File: src/rtl/core/csvtok_pkg.sv
// shared types and constants of the csv field tokenizer
`timescale 1ns / 1ps

package csvtok_pkg;

  localparam int unsigned LineBitsDefault   = 32;
  localparam int unsigned ColumnBitsDefault = 16;

  localparam int unsigned ByteW    = 8;
  localparam int unsigned LineOutW = 32;
  localparam int unsigned ColOutW  = 16;
  localparam int unsigned TdataW   = 56;
  localparam int unsigned TuserW   = 3;

  localparam logic [ByteW-1:0] QuoteByte    = 8'h22;
  localparam logic [ByteW-1:0] NewlineByte  = 8'h0A;
  localparam logic [ByteW-1:0] DelimDefault = 8'h2C;

  typedef enum logic [1:0] {
    KIND_DATA      = 2'd0,
    KIND_FIELD_END = 2'd1,
    KIND_LINE_END  = 2'd2
  } kind_e;

  typedef enum logic [3:0] {
    MODE_START      = 4'b0001,
    MODE_PLAIN      = 4'b0010,
    MODE_QUOTED     = 4'b0100,
    MODE_QUOTE_SEEN = 4'b1000
  } mode_e;

  typedef struct packed {
    kind_e               kind;
    logic [ByteW-1:0]    data_byte;
    logic                stray_error;
    logic [LineOutW-1:0] line_number;
    logic [ColOutW-1:0]  column_number;
  } result_t;

endpackage

File: src/rtl/core/csvtok_parse.sv
// per-byte parse mode machine with line and column counters
`timescale 1ns / 1ps

module csvtok_parse #(
  parameter int unsigned LINE_BITS   = csvtok_pkg::LineBitsDefault,
  parameter int unsigned COLUMN_BITS = csvtok_pkg::ColumnBitsDefault
) (
  input  logic                         clk_i,
  input  logic                         rst_ni,
  input  logic                         accept_i,
  input  logic [csvtok_pkg::ByteW-1:0] byte_i,
  input  logic [csvtok_pkg::ByteW-1:0] delim_i,
  output logic                         produce_o,
  output csvtok_pkg::result_t          result_o
);

  csvtok_pkg::mode_e mode_q, mode_d;
  logic [LINE_BITS-1:0]   line_q, line_d;
  logic [COLUMN_BITS-1:0] col_q, col_d;
  logic [COLUMN_BITS-1:0] col_cur;
  logic is_nl, is_quote, is_delim;
  logic line_clamp, col_clamp;

  assign is_nl    = (byte_i == csvtok_pkg::NewlineByte);
  assign is_quote = (byte_i == csvtok_pkg::QuoteByte);
  assign is_delim = (byte_i == delim_i);

  assign col_cur = (col_q == {COLUMN_BITS{1'b1}}) ? col_q : col_q + 1'b1;

  // clamp to the fixed output widths
  assign line_clamp = (65'(line_q) > 65'({csvtok_pkg::LineOutW{1'b1}}));
  assign col_clamp  = (33'(col_cur) > 33'({csvtok_pkg::ColOutW{1'b1}}));

  always_comb begin
    mode_d                   = mode_q;
    produce_o                = 1'b1;
    result_o.kind            = csvtok_pkg::KIND_DATA;
    result_o.data_byte       = byte_i;
    result_o.stray_error     = 1'b0;
    result_o.line_number     = line_clamp ? {csvtok_pkg::LineOutW{1'b1}}
                                          : csvtok_pkg::LineOutW'(line_q);
    result_o.column_number   = col_clamp ? {csvtok_pkg::ColOutW{1'b1}}
                                         : csvtok_pkg::ColOutW'(col_cur);
    case (mode_q)
      csvtok_pkg::MODE_START, csvtok_pkg::MODE_PLAIN: begin
        if (mode_q == csvtok_pkg::MODE_START && is_quote) begin
          mode_d    = csvtok_pkg::MODE_QUOTED;
          produce_o = 1'b0;
        end else if (is_nl) begin
          result_o.kind      = csvtok_pkg::KIND_LINE_END;
          result_o.data_byte = '0;
          mode_d             = csvtok_pkg::MODE_START;
        end else if (is_delim) begin
          result_o.kind      = csvtok_pkg::KIND_FIELD_END;
          result_o.data_byte = '0;
          mode_d             = csvtok_pkg::MODE_START;
        end else begin
          mode_d = csvtok_pkg::MODE_PLAIN;
        end
      end
      csvtok_pkg::MODE_QUOTED: begin
        if (is_quote) begin
          mode_d    = csvtok_pkg::MODE_QUOTE_SEEN;
          produce_o = 1'b0;
        end
      end
      csvtok_pkg::MODE_QUOTE_SEEN: begin
        if (is_quote) begin
          // doubled quote
          result_o.data_byte = csvtok_pkg::QuoteByte;
          mode_d             = csvtok_pkg::MODE_QUOTED;
        end else if (is_nl) begin
          result_o.kind      = csvtok_pkg::KIND_LINE_END;
          result_o.data_byte = '0;
          mode_d             = csvtok_pkg::MODE_START;
        end else if (is_delim) begin
          result_o.kind      = csvtok_pkg::KIND_FIELD_END;
          result_o.data_byte = '0;
          mode_d             = csvtok_pkg::MODE_START;
        end else begin
          // stray byte after closing quote
          result_o.stray_error = 1'b1;
          mode_d               = csvtok_pkg::MODE_QUOTED;
        end
      end
      default: begin
        mode_d    = csvtok_pkg::MODE_START;
        produce_o = 1'b0;
      end
    endcase
  end

  always_comb begin
    if (is_nl) begin
      line_d = (line_q == {LINE_BITS{1'b1}}) ? line_q : line_q + 1'b1;
      col_d  = '0;
    end else begin
      line_d = line_q;
      col_d  = col_cur;
    end
  end

  always_ff @(posedge clk_i or negedge rst_ni) begin
    if (!rst_ni) begin
      mode_q <= csvtok_pkg::MODE_START;
      line_q <= '0;
      col_q  <= '0;
    end else if (accept_i) begin
      mode_q <= mode_d;
      line_q <= line_d;
      col_q  <= col_d;
    end
  end

endmodule

File: src/rtl/core/csv_field_tokenizer_core.sv
// top level of the csv field tokenizer: config register, parser and output skid stage
`timescale 1ns / 1ps

// Splits a CSV byte stream into field content bytes, field ends and line ends,
// one input beat per clock cycle while s_axis_tready_o is high. The parse mode and the
// line and column counters update in the same cycle a byte is accepted, so back-to-back
// bytes run at full rate; each result lands in an output register backed by one skid entry,
// and s_axis_tready_o drops only when both hold unaccepted results. Opening and
// closing quotes produce no output beat. Write the delimiter only while idle.
module csv_field_tokenizer_core #(
  parameter int unsigned LINE_BITS   = csvtok_pkg::LineBitsDefault,
  parameter int unsigned COLUMN_BITS = csvtok_pkg::ColumnBitsDefault
) (
  input  logic                          clk_i,
  input  logic                          rst_ni,
  input  logic                          cfg_we_i,
  input  logic [csvtok_pkg::ByteW-1:0]  cfg_wdata_i,
  input  logic                          s_axis_tvalid_i,
  output logic                          s_axis_tready_o,
  input  logic [csvtok_pkg::ByteW-1:0]  s_axis_tdata_i,   // byte_value
  output logic                          m_axis_tvalid_o,
  input  logic                          m_axis_tready_i,
  output logic [csvtok_pkg::TdataW-1:0] m_axis_tdata_o,   // data_byte, line_number, column_number
  output logic [csvtok_pkg::TuserW-1:0] m_axis_tuser_o    // kind, stray_error
);

  logic [csvtok_pkg::ByteW-1:0] delim_q;
  logic accept, produce, push, pop;
  csvtok_pkg::result_t res;
  csvtok_pkg::result_t out_q, skid_q;
  logic out_valid_q, skid_valid_q;

  assign s_axis_tready_o = ~skid_valid_q;
  assign accept          = s_axis_tvalid_i & s_axis_tready_o;
  assign push            = accept & produce;
  assign pop             = out_valid_q & m_axis_tready_i;

  always_ff @(posedge clk_i or negedge rst_ni) begin
    if (!rst_ni) begin
      delim_q <= csvtok_pkg::DelimDefault;
    end else if (cfg_we_i) begin
      delim_q <= cfg_wdata_i;
    end
  end

  csvtok_parse #(
    .LINE_BITS   (LINE_BITS),
    .COLUMN_BITS (COLUMN_BITS)
  ) u_parse (
    .clk_i     (clk_i),
    .rst_ni    (rst_ni),
    .accept_i  (accept),
    .byte_i    (s_axis_tdata_i),
    .delim_i   (delim_q),
    .produce_o (produce),
    .result_o  (res)
  );

  always_ff @(posedge clk_i or negedge rst_ni) begin
    if (!rst_ni) begin
      out_valid_q  <= 1'b0;
      skid_valid_q <= 1'b0;
    end else if (skid_valid_q) begin
      if (pop) begin
        skid_valid_q <= 1'b0;
      end
    end else if (out_valid_q && !pop) begin
      skid_valid_q <= push;
    end else begin
      out_valid_q <= push;
    end
  end

  always_ff @(posedge clk_i) begin
    if (skid_valid_q) begin
      if (pop) begin
        out_q <= skid_q;
      end
    end else if (out_valid_q && !pop) begin
      if (push) begin
        skid_q <= res;
      end
    end else if (push) begin
      out_q <= res;
    end
  end

  assign m_axis_tvalid_o = out_valid_q;
  assign m_axis_tdata_o  = {out_q.column_number, out_q.line_number, out_q.data_byte};
  assign m_axis_tuser_o  = {out_q.stray_error, out_q.kind};

endmodule

File: config.mk
export PLATFORM = sky130hd
export DESIGN_NAME = csv_field_tokenizer_core
export DESIGN_NICKNAME = d
export VERILOG_FILES = /design/src/rtl/core/csvtok_pkg.sv /design/src/rtl/core/csvtok_parse.sv /design/src/rtl/core/csv_field_tokenizer_core.sv
export SDC_FILE = /design/constraint.sdc
export NUM_CORES = 1
export LEC_CHECK = 0
export BUFFER_PORTS_ARGS = -buffer_cell sky130_fd_sc_hd__buf_2
export CAP_MARGIN = 20
export CORE_ASPECT_RATIO = 0.7
export CORE_MARGIN = 5
export CORE_UTILIZATION = 44
export CTS_BUF_LIST = sky130_fd_sc_hd__clkbuf_8 sky130_fd_sc_hd__clkbuf_16
export DETAILED_ROUTE_END_ITERATION = 8
export SETUP_SLACK_MARGIN = 0.05
export SLEW_MARGIN = 20
export SYNTH_ARGS = -nofsm -noshare
export SYNTH_HDL_FRONTEND = slang
export SYNTH_HIERARCHICAL = 1
export SYNTH_SLANG_ARGS = --single-unit
File: constraint.sdc
create_clock -name clk_i -period 13 [get_ports clk_i]
set_input_delay 1.95 -clock clk_i [delete_from_list [all_inputs] [get_ports clk_i]]
set_output_delay 1.95 -clock clk_i [all_outputs]
set_load 0.005 [all_outputs]
==> metrics.csv, run 1 <==
metric;value;unit
run_status;complete, no violations;
rsz0062_at_grt;false;
design_area;0.00951;mm2
finalCriticalPeriod;4.26;ns
placed_cell_area;0.00888;mm2
final_nets;689;
wl_per_cell;17.6;um
p_per_area;180;mW/mm2
grt_pass1_vias;4972;
start_kind;input pin;
p_comb_share;19.9;%
drt-total-wl;16.2;mm
critical_path.cell_chain;buf_2 -> nor4b_1 -> nand3_1 -> or4_1 -> nor2_1 -> xor2_1;
synth_top_area_share;42.6;%
drc_errors;0;
synthCells;590;
grt_pass1_wl;26.4;mm
yosysWarnings;6;
synth_common_cells;edfxtp_1, mux2_4, dfrtp_1, nand2_1, xor2_1;
clkPwrFrac;31.9;%
fp.dieH;125;um
synth-async-reset-ratio;34.4;%
cp.buffers_inverters;1;
ir_drop;0.0862;mV
tns;0;ns
cp.required;13.35;ns
synth_ff_type;edfxtp_1;
synth-seq-area-share;61.4;%
first_iter_violations;397;
syn_area;0.00831;mm2
post_cts_resized;0;
cp.arrival;4.61;ns
worstSkewPairLatency;0.43;ns
crit_type;input pin to register;
synth_most_common_cell;edfxtp_1;
cp-end-kind;register;
synth-edff-count;118;
avgSynthCellArea;14.1;um2
coreArea;0.0187;mm2
drtPass1Iterations;5;
nFillCells;1606;
max_cap_violations;0;
vias;5045;
io_buffers;81;
p_int;0.00125;W
io-pin-count;82;
gp_congestion;0.849;
grt_overflow;0;
synth_cell_types;61;
cts_tree;built;
holdWs;0.531;ns
finalHoldViolCount;0;
cts_hold_buf;0;
cts.clk_slew.worst_paths;0.07;ns
crit_fanout;22;
slew_headroom;32.5;%
post_cts_buffers;0;
cts_buffers;17;
track_usage;15.1;%
ys_ff_latch;180;
critical-path-slowest-cell;nand3_1;
ant_nets;0;
die_w;174;um
n_antenna_cell;0;
rows;42;
antenna_found_initial;0;
root_buffer;clkbuf_16;
dieArea;0.0218;mm2
setup_viol;0;
clkSinkCount;180;
seqPwrFrac;48.3;%
cpPeakStageDelay;0.86;ns
crit_family;simple AND/OR/NAND/NOR gates;
max_freq;235;MHz
cts_htree_levels;4;
start_util;44.4;%
hold_class;register to register;
swShare;26.9;%
worst_pin_slew;1.01;ns
yosys.area.top_type;edfxtp_1;
hpwl;10.5;mm
syn_to_final_growth;14.5;%
grt_max_degree;63;
total_leakage_power;3.69;nW
finalMaxSlewViolations;0;
vias_per_cell;5.48;
mappedNetlistNets;613;
synth.area.top_cells;edfxtp_1, dfrtp_1, mux2_4, xor2_1, xnor2_1;
fin_util;50.8;%
switching_power;0.000461;W
drive_gt1_share;30.9;%
clockBufferDepth;2;
period_share;32.8;%
final.setup_skew;0.0106;ns
==> placed cells by master, fill, tap and decap left out, types with 4 or more instances in the layout <==
cell type / n
inv_1: 8
nor2b_1: 12
nor2_1: 15
o21ai_0: 14
and3_1: 11
inv_6: 4
and4_1: 10
bufinv_16: 4
a31oi_1: 6
xnor2_1: 16
a31o_2: 4
dfstp_2: 4
buf_2: 81
nor3_1: 15
mux2_4: 60
nand4_1: 18
o31ai_1: 4
buf_4: 6
mux2_2: 10
xor2_1: 32
a21oi_1: 16
dfrtp_1: 57
o21a_1: 5
nand3_1: 27
edfxtp_1: 118
nand2_1: 33
nor4_1: 16
clkbuf_16: 17
==> per-layer routing <==
layer  global-route usage (%)  share of wire (%)  wire [um]
met5                        0                  0          0
met4                     5.40                1.2        199
met3                     4.19                6.4       1030
met2                     21.7                 43       6920
met1                     22.0                 50       8050
==> power groups by stage <==
stage / sequential (W) / clock (W) / combinational, W
6_report: 0.000826 / 0.000546 / 0.000340
4_1_cts: 0.000828 / 0.000558 / 0.000347
2_1_floorplan: 0.000824 / 0 / 0.000243
3_3_place_gp: 0.000833 / 0 / 0.000336
3_5_place_dp: 0.000837 / 0 / 0.000344
5_1_grt: 0.000840 / 0.000579 / 0.000374
==> cell families after synthesis <==
| logic type | share of synthesized area, % |
|---|---|
| fa+ha+maj | 0.301 |
| simple gates | 12.6 |
| xor+xnor | 5.06 |
| mux | 12.3 |
| buf+inv | 2.68 |
| flops | 61.4 |
| compound gates | 5.69 |
==> per-stage QoR <==
stage | setup WS, ns | std cells | power (W)
finish | 8.74 | 921 | 0.00171
global route | 8.59 | 921 | 0.00179
CTS | 8.77 | 921 | 0.00173
detailed placement | 8.28 | 889 | 0.00118
global placement | 8.37 | 889 | 0.00117
floorplan | 5.40 | 590 | 0.00107
==> flip-flops by register name, summed over array words and instances, names as in the netlist <==
name             flops
skid_valid_q         1
delim_q              8
m_axis_tdata_o      56
m_axis_tvalid_o      1
m_axis_tuser_o       3
u_parse/line_q      32
skid_q              59
u_parse/mode_q       4
u_parse/col_q       16
==> worst paths after layout <==
path | cells after the start | endpoint | slack [ns] | from
hold / removal | 1 | delim_q[0]$_DFFE_PN0P_ | 0.53 | delim_q[0]$_DFFE_PN0P_
min in group asynchronous | 2 | u_parse/line_q[17]$_DFFE_PN0P_ | 1.70 | rst_ni
setup / recovery | 6 | u_parse/line_q[19]$_DFFE_PN0P_ | 8.74 | s_axis_tdata_i[5]
setup reg to reg | 6 | u_parse/line_q[19]$_DFFE_PN0P_ | 10.00 | skid_valid_q$_DFF_PN0_
max in group asynchronous | 2 | skid_valid_q$_DFF_PN0_ | 10.69 | rst_ni
hold reg to reg | 1 | delim_q[0]$_DFFE_PN0P_ | 0.53 | delim_q[0]$_DFFE_PN0P_
==> layout make-up <==
type / count / area, um2 / share of cell area, %
Sequential cell: 180 / 5100 / 53.6
Multi-Input combinational cell: 372 / 3000 / 31.5
Timing Repair Buffer: 87 / 450 / 4.73
Clock buffer: 17 / 425 / 4.47
Tap cell: 242 / 303 / 3.18
Clock inverter: 15 / 203 / 2.13
Inverter: 8 / 30.0 / 0.316
(Power assumes the default switching activity.)
==> inputs of run 2 (changes only) <==
Clock period 13 ns to 3.6 ns, I/O delays scaled along.
==> metrics.csv, run 2 (same netlist as run 1, synthesis figures left out) <==
metric;value;unit
setup.worst_path.end;u_parse/line_q[1]$_DFFE_PN0P_;
cts_buffers;17;
switching_power;0.00164;W
total_leakage_power;3.67;nW
period_share;76.7;%
worstSkewPairLatency;0.42;ns
ir_drop;0.317;mV
largest_register_ffs;59;
cts_tree;built;
drtPass1Iterations;5;
r2r_slack;0.84;ns
root_buffer;clkbuf_16;
drive_gt1_share;31.1;%
start_util;44.4;%
rr_worst_depth;7;
grt_pass1_wl;27.5;mm
p_comb_share;21.4;%
power;0.00595;W
p_int;0.00430;W
worst_pin_slew;0.828;ns
finalMaxSlewViolations;0;
cp.arrival;3.07;ns
clockBufferDepth;2;
setup_viol;0;
track_usage;15.7;%
gp_congestion;0.831;
fp.dieH;125;um
vias_per_cell;5.52;
wl_per_cell;17.7;um
p_per_area;627;mW/mm2
first_iter_violations;431;
clkSinkCount;180;
clkPwrFrac;28.8;%
grt_pass1_vias;5214;
final.setup_skew;0.00835;ns
run_status;complete, no violations;
dieArea;0.0218;mm2
drt-total-wl;16.4;mm
coreArea;0.0187;mm2
max_flop_register;skid_q;
vias;5094;
finalCriticalPeriod;2.76;ns
cts.clk_slew.worst_paths;0.06;ns
rsz0062_at_grt;false;
swShare;27.6;%
hpwl;10.9;mm
crit_fanout;18;
cp.required;3.91;ns
post_cts_resized;0;
finalHoldViolCount;0;
die_w;174;um
post_cts_buffers;0;
seqPwrFrac;49.9;%
syn_to_final_growth;14.0;%
io_buffers;81;
worstReg2RegStart;u_parse/line_q[1]$_DFFE_PN0P_;
tns;0;ns
hold_class;input pin to async pin;
r2r-end;u_parse/line_q[1]$_DFFE_PN0P_;
cts_hold_buf;0;
max_freq;362;MHz
io-pin-count;82;
slew_headroom;44.0;%
n_antenna_cell;0;
antenna_found_initial;0;
grt_overflow;0;
start_kind;register;
cts_htree_levels;4;
worstSetupStartpoint;u_parse/line_q[1]$_DFFE_PN0P_;
drc_errors;0;
ant_nets;0;
final_cell_mix;edfxtp_1, buf_2, mux2_4, dfrtp_1, nand2_1;
crit_type;register to register;
cp-end-kind;register;
max_cap_violations;0;
final_common_cell;edfxtp_1;
grt_max_degree;60;
rows;42;
nFillCells;1645;
final_nets;691;
-- run 2: worst min path at each step --
stage / from / end / cells past startpoint
5_1_grt: rst_ni / u_parse/line_q[25]$_DFFE_PN0P_ / 1
6_report: rst_ni / u_parse/line_q[18]$_DFFE_PN0P_ / 1
4_1_cts: rst_ni / u_parse/line_q[18]$_DFFE_PN0P_ / 1
3_3_place_gp: u_parse/line_q[14]$_DFFE_PN0P_ / u_parse/line_q[14]$_DFFE_PN0P_ / 1
3_5_place_dp: u_parse/line_q[19]$_DFFE_PN0P_ / u_parse/line_q[19]$_DFFE_PN0P_ / 1
2_1_floorplan: rst_ni / delim_q[0]$_DFFE_PN0P_ / 0
-- run 2: area by class of cell --
type	count	area, um2	share of cell area, %
clock buffers	20	467	4.92
clock inverters	12	81.3	0.858
inverters	8	30.0	0.317
multi-input cells	372	3000	31.7
flip-flops and latches	180	5100	53.8
well taps	242	303	3.19
repair buffers	89	490	5.17
-- run 2: through the flow --
| stage | hold slack (ns) | worst slack [ns] | utilization, % | std cells | cell area [um2] |
|---|---|---|---|---|---|
| 3_5_place_dp | 0.524 | 0.590 | 47.7 | 891 | 8930 |
| 3_3_place_gp | 0.507 | 0.713 | 47.7 | 891 | 8930 |
| 2_1_floorplan | 0.244 | 0.0985 | - | 590 | 8320 |
| 5_1_grt | 0.145 | 0.704 | 50.7 | 923 | 9480 |
| 4_1_cts | 0.114 | 0.860 | 50.7 | 923 | 9480 |
| 6_report | 0.102 | 0.840 | 50.7 | 923 | 9480 |
-- run 2: power by group through the flow --
stage          logic [W]  clock network (W)  registers [W]
6_report         0.00127            0.00171        0.00297
5_1_grt          0.00141            0.00186        0.00302
4_1_cts          0.00130            0.00176        0.00297
3_5_place_dp     0.00130                  0        0.00300
3_3_place_gp     0.00127                  0        0.00299
2_1_floorplan   0.000884                  0        0.00295
-- run 2: per-layer routing --
layer,vias to the layer above,GRT usage [%],wire length [um]
met3,16,4.62,1000
met2,155,23.5,7220
met5,-,0,0
li1,2394,-,-
met1,2529,22.4,7970
met4,0,4.51,190
-- run 2: worst max-delay path: stages (launching register included) --
cell and delay, ns:
dfrtp_1 0.46, ha_1 0.26, nand3_1 0.13, or3_1 0.55
nor4_4 0.51, buf_4 0.32, nor2_2 0.09, mux2_4 0.30
